--- config.mk ---
export PLATFORM = sky130hd
export DESIGN_NAME = bppu_front
export DESIGN_NICKNAME = d
export VERILOG_FILES = /design/src/rtl/bppu_pkg.sv /design/src/rtl/bppu_front.sv
export SDC_FILE = /design/constraint.sdc
export NUM_CORES = 1
export LEC_CHECK = 0
export ABC_AREA = 1
export BUFFER_PORTS_ARGS = -buffer_cell sky130_fd_sc_hd__buf_2
export CORE_MARGIN = 2
export CORE_UTILIZATION = 45
export CTS_CLUSTER_DIAMETER = 60
export DETAILED_ROUTE_END_ITERATION = 7
export GPL_TIMING_DRIVEN = 0
export PLACE_DENSITY_LB_ADDON = 0.08
export SLEW_MARGIN = 15
export SYNTH_ARGS = -nofsm -noshare
export SYNTH_HDL_FRONTEND = slang
export SYNTH_SLANG_ARGS = --single-unit
--- constraint.sdc ---
create_clock -name clk -period 5.6 [get_ports clk]
set_clock_uncertainty 0.15 [all_clocks]
set_input_delay 0.84 -clock clk [delete_from_list [all_inputs] [get_ports clk]]
set_output_delay 0.84 -clock clk [all_outputs]
set_load 0.01 [all_outputs]
--- src/rtl/bppu_pkg.sv ---
// Package for the bitmap palette pixel unpacker.
// Holds command, depth and register codes, the queue and pixel structs.
// No dependencies.
package bppu_pkg;

  localparam int CoordLimit = 4096;

  localparam logic [1:0] CMD_PAL_WR = 2'd0;
  localparam logic [1:0] CMD_LINE   = 2'd1;
  localparam logic [1:0] CMD_DATA   = 2'd2;

  localparam logic [2:0] DEPTH_1BPP  = 3'd0;
  localparam logic [2:0] DEPTH_2BPP  = 3'd1;
  localparam logic [2:0] DEPTH_4BPP  = 3'd2;
  localparam logic [2:0] DEPTH_8BPP  = 3'd3;
  localparam logic [2:0] DEPTH_24BPP = 3'd4;

  localparam logic [2:0] REG_DEPTH_MODE      = 3'd0;
  localparam logic [2:0] REG_FIRST_COLUMN    = 3'd1;
  localparam logic [2:0] REG_END_COLUMN      = 3'd2;
  localparam logic [2:0] REG_START_BIT_SKIP  = 3'd3;
  localparam logic [2:0] REG_TRANSPARENT_KEY = 3'd4;
  localparam logic [2:0] REG_KEY_ENABLE      = 3'd5;

  typedef enum logic [1:0] {
    OP_PAL_WR,
    OP_LINE,
    OP_DATA
  } op_t;

  typedef struct packed {
    logic [2:0]  depth_mode;
    logic [11:0] first_column;
    logic [12:0] end_column;
    logic [2:0]  start_bit_skip;
    logic [23:0] transparent_key;
    logic        key_enable;
  } cfg_t;

  // code carries the data byte or the palette index, depending on op
  typedef struct packed {
    op_t         op;
    logic [7:0]  code;
    logic [23:0] color;
    logic [11:0] row;
  } q_entry_t;

  typedef struct packed {
    logic [11:0] x;
    logic [11:0] y;
    logic [23:0] color;
    logic        byte_end;
  } cand_t;

endpackage

--- src/rtl/bppu_front.sv ---
// Front end: accepts transactions, classifies them and queues known ones.
// Depends on bppu_pkg.
module bppu_front (
  input  logic                clk,
  input  logic                rst,
  input  logic                in_valid,
  output logic                in_stall,
  input  logic [1:0]          command,
  input  logic [7:0]          data_byte,
  input  logic [7:0]          palette_index,
  input  logic [23:0]         palette_color,
  input  logic [11:0]         line_row,
  output logic                q_valid,
  output bppu_pkg::q_entry_t  q_head,
  input  logic                q_pop
);
  import bppu_pkg::*;

  localparam int QDepth = 4;
  localparam int PW     = $clog2(QDepth);

  q_entry_t         fifo [QDepth];
  logic [PW-1:0]    wr_ptr;
  logic [PW-1:0]    rd_ptr;
  logic [PW:0]      count;
  logic [PW:0]      count_next;
  q_entry_t         entry;
  logic             known;
  logic             push;
  logic             pop;

  always_comb begin
    entry.op    = OP_DATA;
    entry.code  = data_byte;
    entry.color = palette_color;
    entry.row   = line_row;
    known       = 1'b1;
    unique case (command)
      CMD_PAL_WR: begin
        entry.op   = OP_PAL_WR;
        entry.code = palette_index;
      end
      CMD_LINE: entry.op = OP_LINE;
      CMD_DATA: entry.op = OP_DATA;
      default:  known = 1'b0;
    endcase
  end

  assign in_stall = (count == (PW+1)'(QDepth));
  assign push     = in_valid && !in_stall && known;
  assign pop      = q_pop && q_valid;
  assign q_valid  = (count != '0);
  assign q_head   = fifo[rd_ptr];

  always_comb begin
    count_next = count;
    if (push && !pop) begin
      count_next = count + 1'b1;
    end else if (pop && !push) begin
      count_next = count - 1'b1;
    end
  end

  always_ff @(posedge clk) begin
    if (rst) begin
      wr_ptr <= '0;
      rd_ptr <= '0;
      count  <= '0;
    end else begin
      count <= count_next;
      if (push) begin
        wr_ptr <= wr_ptr + 1'b1;
      end
      if (pop) begin
        rd_ptr <= rd_ptr + 1'b1;
      end
    end
  end

  always_ff @(posedge clk) begin
    if (push) begin
      fifo[wr_ptr] <= entry;
    end
  end

endmodule

* Yosys cells after proc, flatten, opt, wreduce, memory -nomap -nowiden
Memories as Yosys holds them, arrays and structs flattened. A register that Yosys moved wholly into a read port is not among the register bits.
Cells that the tools add are included.
** Storage, ports and cells
- Flip-flop bits (word level) :: 7
- Memory bits (writable) :: 184
- Input bits :: 58
- Output and inout bits :: 48
- Word-level logic and storage cells :: 32
- Memories :: 1
** Memory list
- fifo :: words 4, width 46, read ports 1, clocked after Yosys merged registers in 1, write ports 1, line bppu_front.sv:22 : q_entry_t fifo [QDepth];
** Operators by class
- $add $sub $neg :: 4
- Eq/ne operators :: 3
- Multiplexer cells :: 9
- Reduce and logical (&&, ||, !) cells :: 12
** Operators with widths (number)
- two-way mux 8 bit :: 1
- two-way mux 3 bit :: 2
- logical AND 1 bit :: 5
- adder 2 x 1 -> 2 bit (second input constant) :: 2
- two-way mux 2 bit :: 2
- one-hot mux 2 bit (2 select lines) :: 1
- adder 3 x 1 -> 3 bit (second input constant) :: 1
- equality test 3 bit (second input constant) :: 1
- logical NOT 1 bit :: 3
- two-way mux 1 bit :: 3
- nonzero test 3 bit :: 1
- OR reduction 3 bit :: 1
- subtractor 3 x 1 -> 3 bit (second input constant) :: 1
- equality test 2 x 1 -> 1 bit (second input constant) :: 1
- equality test 2 bit (second input constant) :: 1
- logical NOT 2 bit :: 1
- nonzero test 2 bit :: 1

* Logic depth before layout (Yosys ltp)
- Depth in word-level cells :: 8
- Gate-level depth with buffers :: 13
- Depth with buffers taken out :: 13

* Worst setup path after synthesis
Ideal clock, no wire load.
- Path kind :: input to register
- Start point :: input port in_valid
- End point :: memory fifo[0][0] in the netlist's numbering (enable)
- Library setup time :: 450 ps
- Arrival :: 3125 ps
- Setup slack :: 1876 ps
- Stages on the path :: 4
- Cell sequence :: inv_1 > a21oi_1 > nand2_1 > nor2_1
** Between the ends
- Cells in the longest elaborated chain, start to end :: 4
** Ends and longest elaborated chain
- start, declared :: line bppu_front.sv:6 : input logic in_valid,
- logical AND 1 bit (2 in series) :: line bppu_front.sv:50 : assign push = in_valid && !in_stall && known;
- two-way mux 1 bit :: line bppu_front.sv:81 : if (push) begin
- two-way mux 1 bit (not written as such) :: line bppu_front.sv:82 : fifo[wr_ptr] <= entry;
- end, declared :: line bppu_front.sv:22
No other way between the ends.

==> flow_summary.ini <==
[power]
vdd_drop_max_mv = 0.242
power_density_nw_per_um2 = 433
pwr-share-seq_pct = 44.9
internal_power_uw = 2740
p_sw_share_pct = 29.8
p_clk_share_pct = 29.0
leakage_uw = 0.00323
combPwrFrac_pct = 26.1
switchingPower_uw = 1160

[timing]
period_needed_ns = 2.94
hold_viol = 0
tightest_slew_ns = 0.654
max_clock_freq_mhz = 340
final.setup.worst_slack_ns = 2.66
tns_ns = 0
relSlewSlack_pct = 56.3
drv_slew = 0
fin_crit_sh_pct = 52.6
setup_violations = 0
rsz0062_at_grt = no

[routing]
drc = 0
wl_per_cell_um = 18.2
via_count = 4589
ant_nets = 0
wl_um = 16200
viasPerCell = 5.16
drt_iter0_markers = 435
drtPass1Iterations = 4

[worst_setup_path]
critical_path_class = flip-flop to output pin
cp-start-kind = flip-flop
end_kind = output pin
cp.required_ns = 4.61
cp.arrival_ns = 1.95
cpMaxStageDelayCell = clkbuf_1
cp_cell_sequence = inv_1 > clkbuf_1 > o21ai_1 > o22ai_1 > buf_2
cp_slowest_stage_delay_ns = 0.44
worstPathMaxFanout = 10

[cts]
cts-buffers-inserted = 17
postCtsResizedCells = 0
clkSinkCount = 193
clk_pin_slew_ns = 0.06
ctsHtreeMaxLevel = 4
cts_hold_buf = 0
clk_latency_ns = 0.43
cts.path.max_buffers = 2
cts_tree = done
root_buffer = clkbuf_16
cts_setup_buffers = 0

[grt]
grt_overflow = 0
grt_pass1_vias = 4641
grt_max_degree = 24
grt_pass1_wl_um = 24800
grt_antenna_before_repair = 0
grt_usage_pct = 18.8

[logic_synthesis]
synth.top_cell.area_share_pct = 74.4
syn_avg_cell_area_um2 = 14.1
synth_area_leaders = edfxtp_1 74%, nor2_1 5.4%, o22ai_1 3.9%
ys_seq_area_share_pct = 76.9
synth_edf_count = 184
async_flop_share_pct = 0
yosys-top-cells-count = 184 x edfxtp_1, 107 x nor2_1, 57 x o21ai_0
yosys.cell_types.count = 22
syn-cell-area_um2 = 7420
synthCells = 528
yosys_register_bits = 193
yosysMostFrequentCell = edfxtp_1
synth_ff_type = edfxtp_1
yosysTopAreaCell = edfxtp_1
synth_warnings = 0
syn_nets = 592

[outcome]
status = complete, no violations

[cells_and_area]
final_area_um2 = 8990
area_growth_pct = 21.2
final_layout_size_suffix_gt1_share_pct = 25.3
antennaDiodeCount = 0
fin_nets = 724

[placed_design]
port_buffers = 105
gp_congestion = 0.739
hpwl_um = 10200
placed_area_um2 = 8450
place_ws_ns = 2.60

[floorplanning]
initial_core_util_pct = 46.4
dieArea_um2 = 17500
die_w_um = 132
core_area_um2 = 16000
die_h_um = 132
ios = 106
rows = 46

[job]
maxCapViolCount = 0

[min_path]
hold_class = flip-flop to flip-flop
## metrics by stage
stage	utilization (%)	hold slack (ns)	power, uW	instances
6_report	56.2	0.360	3900	889
5_1_grt	56.2	0.408	4080	889
4_1_cts	56.2	0.365	3930	889
3_5_place_dp	52.8	0.355	2810	857
3_3_place_gp	51.4	0.338	2770	849
2_1_floorplan	-	0.309	2370	528
## area by class of cell
type	instances	area, um2
fillers	1352	7010
flip-flops and latches	193	5710
multi-input cells	286	1480
repair buffers	113	723
clock buffers	27	493
well taps	216	270
plain buffers	30	200
inverters	19	71.3
clock inverters	5	55.1
## registers in the layout (all words and copies together), names as in the netlist, named ones only
| register | count |
|---|---|
| rd_ptr | 2 |
| wr_ptr | 2 |
| count | 3 |
| fifo | 184 |
## logic make-up (layout without fill, tap and decap cells)
group           count (synthesis)  after routing  share of synthesized area (%)
simple gates                  128            128                           6.62
flops                         193            193                           76.9
xor+xnor                        1              1                          0.118
mux                             8              8                           1.21
fa+ha+maj                       6              6                           1.11
buf+inv                        49            194                           3.66
compound gates                143            143                           10.4
## worst max-delay path: cells and delay by family, from the launching register on
family | cells | cell delay [ns]
flops | 1 | 0.31
buf+inv | 3 | 0.88
compound gates | 2 | 0.33
## layer usage
metal,routed length [um],track usage [%]
met3,896,4.60
met4,208,6.33
met1,7020,24.2
met2,8050,31.4
met5,0,0
## final timing paths
| path | slack (ns) | cells past startpoint | endpoint | start |
|---|---|---|---|---|
| setup / recovery | 2.66 | 5 | q_head[43] | flip-flop |
| hold / removal | 0.36 | 2 | rd_ptr[0] | rd_ptr[0] |
| setup reg to reg | 3.27 | 6 | fifo[1][26] | count[1] |
| hold reg to reg | 0.36 | 2 | rd_ptr[0] | rd_ptr[0] |
## cells in the final DEF, fill, tap and decap left out, types with 5 or more instances in the layout
master	instances
o21ai_0	57
nand2_1	15
mux2_2	8
inv_1	18
clkbuf_16	17
o22ai_1	46
o21ai_1	36
dfxtp_1	9
buf_16	5
buf_2	110
nor2_1	103
clkbuf_1	19
ha_1	5
edfxtp_1	184
buf_6	10
## power groups by stage
stage	registers (uW)	logic, uW	clock network [uW]
floorplan	1780	593	0
global placement	1790	976	0
detailed placement	1780	1030	0
CTS	1750	1040	1150
global route	1760	1120	1200
finish	1750	1020	1130
Power figures use the tool's default switching activity.
