`src/rtl/bppu_pkg.sv`:
```
// Package for the bitmap palette pixel unpacker.
// Holds command, depth and register codes, the queue and pixel structs.
// No dependencies.
package bppu_pkg;

  localparam int CoordLimit = 4096;

  localparam logic [1:0] CMD_PAL_WR = 2'd0;
  localparam logic [1:0] CMD_LINE   = 2'd1;
  localparam logic [1:0] CMD_DATA   = 2'd2;

  localparam logic [2:0] DEPTH_1BPP  = 3'd0;
  localparam logic [2:0] DEPTH_2BPP  = 3'd1;
  localparam logic [2:0] DEPTH_4BPP  = 3'd2;
  localparam logic [2:0] DEPTH_8BPP  = 3'd3;
  localparam logic [2:0] DEPTH_24BPP = 3'd4;

  localparam logic [2:0] REG_DEPTH_MODE      = 3'd0;
  localparam logic [2:0] REG_FIRST_COLUMN    = 3'd1;
  localparam logic [2:0] REG_END_COLUMN      = 3'd2;
  localparam logic [2:0] REG_START_BIT_SKIP  = 3'd3;
  localparam logic [2:0] REG_TRANSPARENT_KEY = 3'd4;
  localparam logic [2:0] REG_KEY_ENABLE      = 3'd5;

  typedef enum logic [1:0] {
    OP_PAL_WR,
    OP_LINE,
    OP_DATA
  } op_t;

  typedef struct packed {
    logic [2:0]  depth_mode;
    logic [11:0] first_column;
    logic [12:0] end_column;
    logic [2:0]  start_bit_skip;
    logic [23:0] transparent_key;
    logic        key_enable;
  } cfg_t;

  // code carries the data byte or the palette index, depending on op
  typedef struct packed {
    op_t         op;
    logic [7:0]  code;
    logic [23:0] color;
    logic [11:0] row;
  } q_entry_t;

  typedef struct packed {
    logic [11:0] x;
    logic [11:0] y;
    logic [23:0] color;
    logic        byte_end;
  } cand_t;

endpackage

```
`src/rtl/bppu_tail.sv`:
```
// Output stage: drops transparent pixels, marks the last kept pixel of
// each byte and registers the result. Depends on bppu_pkg.
module bppu_tail (
  input  logic             clk,
  input  logic             rst,
  input  bppu_pkg::cfg_t   cfg,
  input  logic             cand_valid,
  input  bppu_pkg::cand_t  cand,
  output logic             cand_ready,
  output logic             out_valid,
  input  logic             out_stall,
  output logic [11:0]      pixel_x,
  output logic [11:0]      pixel_y,
  output logic [23:0]      pixel_color,
  output logic             last_of_byte
);
  import bppu_pkg::*;

  logic        keep;
  logic        o_free;
  logic        take;
  logic        h_valid;
  logic        h_last;
  logic [11:0] h_x;
  logic [11:0] h_y;
  logic [23:0] h_color;
  logic        o_load;
  logic        h_load;

  assign keep       = !(cfg.key_enable && (cand.color == cfg.transparent_key));
  assign o_free     = !out_valid || !out_stall;
  assign cand_ready = !h_valid || o_free || (!h_last && !keep);
  assign take       = cand_valid && cand_ready;

  // held pixel leaves once a later kept pixel of its byte arrives, or once
  // it is known to be the byte's last
  assign o_load = h_valid && o_free && (h_last || (take && keep));
  assign h_load = take && keep;

  always_ff @(posedge clk) begin
    if (rst) begin
      h_valid   <= 1'b0;
      h_last    <= 1'b0;
      out_valid <= 1'b0;
    end else begin
      if (o_load) begin
        out_valid <= 1'b1;
      end else if (o_free) begin
        out_valid <= 1'b0;
      end
      if (h_load) begin
        h_valid <= 1'b1;
        h_last  <= cand.byte_end;
      end else if (o_load) begin
        h_valid <= 1'b0;
      end else if (take && h_valid && cand.byte_end) begin
        h_last <= 1'b1;
      end
    end
  end

  always_ff @(posedge clk) begin
    if (o_load) begin
      pixel_x      <= h_x;
      pixel_y      <= h_y;
      pixel_color  <= h_color;
      last_of_byte <= h_last;
    end
    if (h_load) begin
      h_x     <= cand.x;
      h_y     <= cand.y;
      h_color <= cand.color;
    end
  end

endmodule

```
`config.mk`:
```
export PLATFORM = sky130hd
export DESIGN_NAME = bppu_tail
export DESIGN_NICKNAME = d
export VERILOG_FILES = /design/src/rtl/bppu_pkg.sv /design/src/rtl/bppu_tail.sv
export SDC_FILE = /design/constraint.sdc
export NUM_CORES = 1
export LEC_CHECK = 0
export ABC_CLOCK_PERIOD_IN_PS = 8450
export BUFFER_PORTS_ARGS = -buffer_cell sky130_fd_sc_hd__buf_2
export CAP_MARGIN = 20
export CORE_ASPECT_RATIO = 0.5
export CORE_UTILIZATION = 35
export CTS_CLUSTER_SIZE = 8
export DETAILED_ROUTE_END_ITERATION = 12
export GPL_ROUTABILITY_DRIVEN = 0
export SKIP_LAST_GASP = 1
export SLEW_MARGIN = 20
export SYNTH_ARGS = -nofsm -noshare
export SYNTH_HDL_FRONTEND = slang
export SYNTH_SLANG_ARGS = --single-unit
export TNS_END_PERCENT = 20
```
`constraint.sdc`:
```
create_clock -name clk -period 8.45 [get_ports clk]
set_input_delay 1.69 -clock clk [delete_from_list [all_inputs] [get_ports clk]]
set_output_delay 1.69 -clock clk [all_outputs]
set_load 0.02 [all_outputs]
```
======== Word-level counts from Yosys, hierarchy flattened ========
Index checks and enable logic that the tools add are counted.
operators by class
  equal/unequal tests ..................... 2
  multiplexer cells ....................... 7
  reductions and logical operators ........ 21
operators with widths
  kind                count
  $eq 24x24->1        1
  $logic_and 1x1->1   8
  $mux 1              7
  $reduce_bool 2->1   3
  $logic_not 1->1     5
  $logic_or 1x1->1    4
  $ne 2x1->1 const B  1
  $reduce_and 2->1    1
storage, ports and cells
  bits in registers ....................... 100
  input port bits ......................... 109
  output and inout port bits .............. 51
  word-level logic and storage cells ...... 40

======== Logic depth before layout (Yosys ltp) ========
  word-level depth ........................ 10
  gate-level depth with buffers ........... 6
  mapped depth without buffers ............ 6

======== Least setup slack after synthesis ========
Ideal clock, no wire load.
  kind .................................... in2reg
  start point ............................. input port cand[14] (netlist bit)
  end point ............................... register last_of_byte, enable pin
  library setup time ...................... 472 ps
  arrival time ............................ 4,581 ps
  required time ........................... 7,978 ps
  setup slack ............................. 3,397 ps
  stages .................................. 6
  path buffers ............................ 0
  path through ............................ xnor2_1 -> nand4_1 -> nor4_2 -> nand4_2 -> nand2_1 -> a21oi_1
between the ends
  word-level cells in the longest chain between the ends .. 8
  elaborated cells between the ends (all ways) .. 9
  classes of those cells .................. eq/ne: 1; reduce/logical: 8
ends and longest elaborated chain
  element               RTL line         text
  from (decl)           bppu_tail.sv:8   input bppu_pkg::cand_t cand,
  $eq 24x24->1 *        bppu_tail.sv:30  assign keep = !(cfg.key_enable && (cand.color == cfg.transparent_key));
  $logic_and 1x1->1 *   bppu_tail.sv:30
  $logic_and 1x1->1     bppu_tail.sv:32  assign cand_ready = !h_valid || o_free || (!h_last && !keep);
  $logic_or 1x1->1      bppu_tail.sv:32
  $logic_and 1x1->1     bppu_tail.sv:33  assign take = cand_valid && cand_ready;
  $logic_and 1x1->1 *   bppu_tail.sv:37  assign o_load = h_valid && o_free && (h_last || (take && keep));
  $logic_or 1x1->1 *    bppu_tail.sv:37
  $logic_and 1x1->1 *   bppu_tail.sv:37
  net o_load            bppu_tail.sv:27  logic o_load;
  to (signal assigned)  bppu_tail.sv:67  last_of_byte <= h_last;
  to (decl)             bppu_tail.sv:15  output logic last_of_byte
Mark *: on every way through the listed nets, which the timed path passes. The rest lies on a longest branch.
A chain may end at the register's enable or synchronous reset.

======== Final worst setup path ========
  start point ............................. input port cfg[3] (netlist bit)
  end point ............................... output port cand_ready
between the ends
  word-level cells in the longest chain between the ends .. 4
ends and longest elaborated chain
  element            RTL line         text
  from (decl)        bppu_tail.sv:6   input bppu_pkg::cfg_t cfg,
  $eq 24x24->1       bppu_tail.sv:30
  $logic_and 1x1->1  bppu_tail.sv:30
  $logic_and 1x1->1  bppu_tail.sv:32
  $logic_or 1x1->1   bppu_tail.sv:32
  to (decl)          bppu_tail.sv:9   output logic cand_ready,
No other way between the ends.

==> run summary <==
Crit-path slowest cell: nor4_2
Mapped Avg Cell Area: 21.6 sq um
Avg WL per Cell: 15.0 microns
Vias in the first global route: 1919
Resize count post-CTS: 0
Via/cell ratio: 4.38
Final setup TNS: 0 ns
Clock Skew: 0.00768 ns
Final Cycle Share: 0.562
Layout Cells excl Fill: 418
Final Max Tran Viols: 0
Worst vdd ir: 0.000105 V
Die W: 141 microns
Seq pwr share: 0.559
Worst slew margin: 0.559
Crit Reg-Reg Startpoint: h_valid
CP Launch Point: cfg[3]
Synthesized area: 3360 sq um
Dpl hpwl: 4.51 mm
Nets: 406
Critical path class: in -> out
FP Rows: 24
1st-pass router iterations: 5
Commonest non-fill, non-tap cell in the layout: buf_2
Status: complete, no violations
Switch Pwr: 0.209 mW
Synth warn: 0
Max-cap violations: 0
Total CTS buffers: 9
Die footprint: 10000 sq um
Hold WC Path Type: reg -> reg
Layout cells sized above 1: 0.485
First-pass GRT wire length: 9.60 mm
Net Sw Frac: 0.201
WP buf/inv: 2
Cell area after layout: 4470 sq um
Initial antenna violation count: 0
Port Buffers: 128
Yosys reg bits: 100
Crit path required time: 6.76 ns
Pint: 0.829 mW
Max Root-Sink Buffers: 2
RSZ-0062 raised after global routing: no
Worst Tran Pin Value: 0.662 ns
CTS Hold Buffers Added: 0
Delay-heaviest family, CP: simple AND/OR/NAND/NOR gates
Clock root buffer: clkbuf_16
CTS tree: yes
Filler cells: 755
Most common cell on crit path: buf_2
Synth cell types: 20
Core ar.: 9010 sq um
F_max: 0.211 GHz
Min-delay src: h_color[4]
Fraction of the yosys area taken by sequential cells: 0.884
Nature of the critical path endpoint: primary output
Critical path data arrival time: 3.06 ns
Min cycle time layout: 4.75 ns
Synthesized instance count: 156
Post-DP Area: 4190 sq um
Largest net degree at the start of global routing: 50
Htree depth: 3
Clk sinks: 100
Post-CTS Setup Inserts: 0
Final Hold Viols: 0
Comb pwr share: 0.070
Slowest stage delay, CP: 0.37 ns
Clock Power Share: 0.370
Worst-path cell chain: buf_2 > xnor2_1 > nand4_1 > nor4_2 > nand4_2 > o21bai_1 > buf_2
Final setup viols: 0
Most frequent cells in the layout: buf_2, edfxtp_1, xnor2_1
Initial Utilization: 0.373
CP Launch Type: input pin
Antenna viol nets, final: 0
I/O pins: 160
DRC viols: 0
Crit path max fanout: 5
N_diodes: 0
Clk Latency, worst-skew pair: 0.33 ns
Static Leak: 1.73 nW
PnR Total Power: 1.04 mW
DRT iter0 DRCs: 76
Tot GR Track Use: 0.130
Hold WS: 0.410 ns
Syn_nets: 265
Chip Height: 71.3 microns
Area grow syn2layout: 32.9%
Vias: 1831
Placed Instances: 403
Post-Route WL: 6.26 mm
Pwr/cell area: 232 nW/um^2
GRT overflow: 0
Reg clk slew, reported paths: 0.06 ns
power groups by stage:
stage / clock network (mW) / logic [mW] / registers, mW
detailed placement: 0 / 0.0738 / 0.591
floorplan: 0 / 0.0207 / 0.605
global route: 0.415 / 0.0787 / 0.582
CTS: 0.395 / 0.0740 / 0.581
global placement: 0 / 0.0716 / 0.589
finish: 0.384 / 0.0729 / 0.580
per-layer routing:
metal	global-route usage	share of wire	vias to the layer above
met3	0.0368	0.039	8
met5	0	0	-
li1	-	-	883
met1	0.135	0.38	898
met2	0.249	0.57	42
met4	0.0543	0.011	0
cell usage after synthesis:
cell type,count,area share
nand2_1,6,0.0067
o21bai_1,1,0.0022
xnor2_1,13,0.034
a21oi_1,4,0.0060
nor4_1,2,0.0037
xor2_1,11,0.029
o21ai_0,2,0.0030
nand4_1,3,0.0056
inv_1,3,0.0033
and2_1,1,0.0019
nor2_1,3,0.0033
nor3_1,1,0.0015
a311oi_1,1,0.0026
o311a_1,1,0.0030
edfxtp_1,97,0.87
a31oi_1,1,0.0019
o22ai_1,1,0.0019
nor4_2,1,0.0037
nand4_2,1,0.0037
dfxtp_1,3,0.018
path summary, 6_finish.rpt:
path | end | slack [ns] | cells after the start
setup / recovery | cand_ready | 3.70 | 7
hold reg to reg | pixel_color[4] | 0.41 | 0
setup reg to reg | pixel_x[3] | 6.73 | 3
hold / removal | pixel_color[4] | 0.41 | 0
sequential cells by signal, summed over array words and instances, names as in the netlist:
register      cells
h_color          24
h_x              12
pixel_color      24
last_of_byte      1
out_valid         1
h_last            1
pixel_x          12
pixel_y          12
h_valid           1
h_y              12
cell type report:
class	instances	area [sq um]	share of cell area
repair buffers	130	656	0.147
flip-flops and latches	100	2970	0.665
multi-input cells	53	403	0.0901
well taps	117	146	0.0327
inverters	3	11.3	0.00252
clock inverters	5	53.8	0.0120
clock buffers	10	229	0.0512
per-stage QoR:
stage,setup WS [ns],util
floorplan,3.40,-
global placement,3.66,0.465
detailed placement,3.62,0.465
CTS,3.61,0.496
global route,3.55,0.496
finish,3.70,0.496
cells by family (layout without fill, tap and decap cells):
family | count (synthesis) | in the layout | synth area share
DFF | 100 | 100 | 0.884
AOI/OAI and AO/OA | 11 | 11 | 0.0205
xor gates and xnor gates | 24 | 24 | 0.0625
buffers and inverters | 3 | 148 | 0.00335
and+or+nand+nor | 18 | 18 | 0.0301
Note: power is estimated with default switching activity, not from simulation.
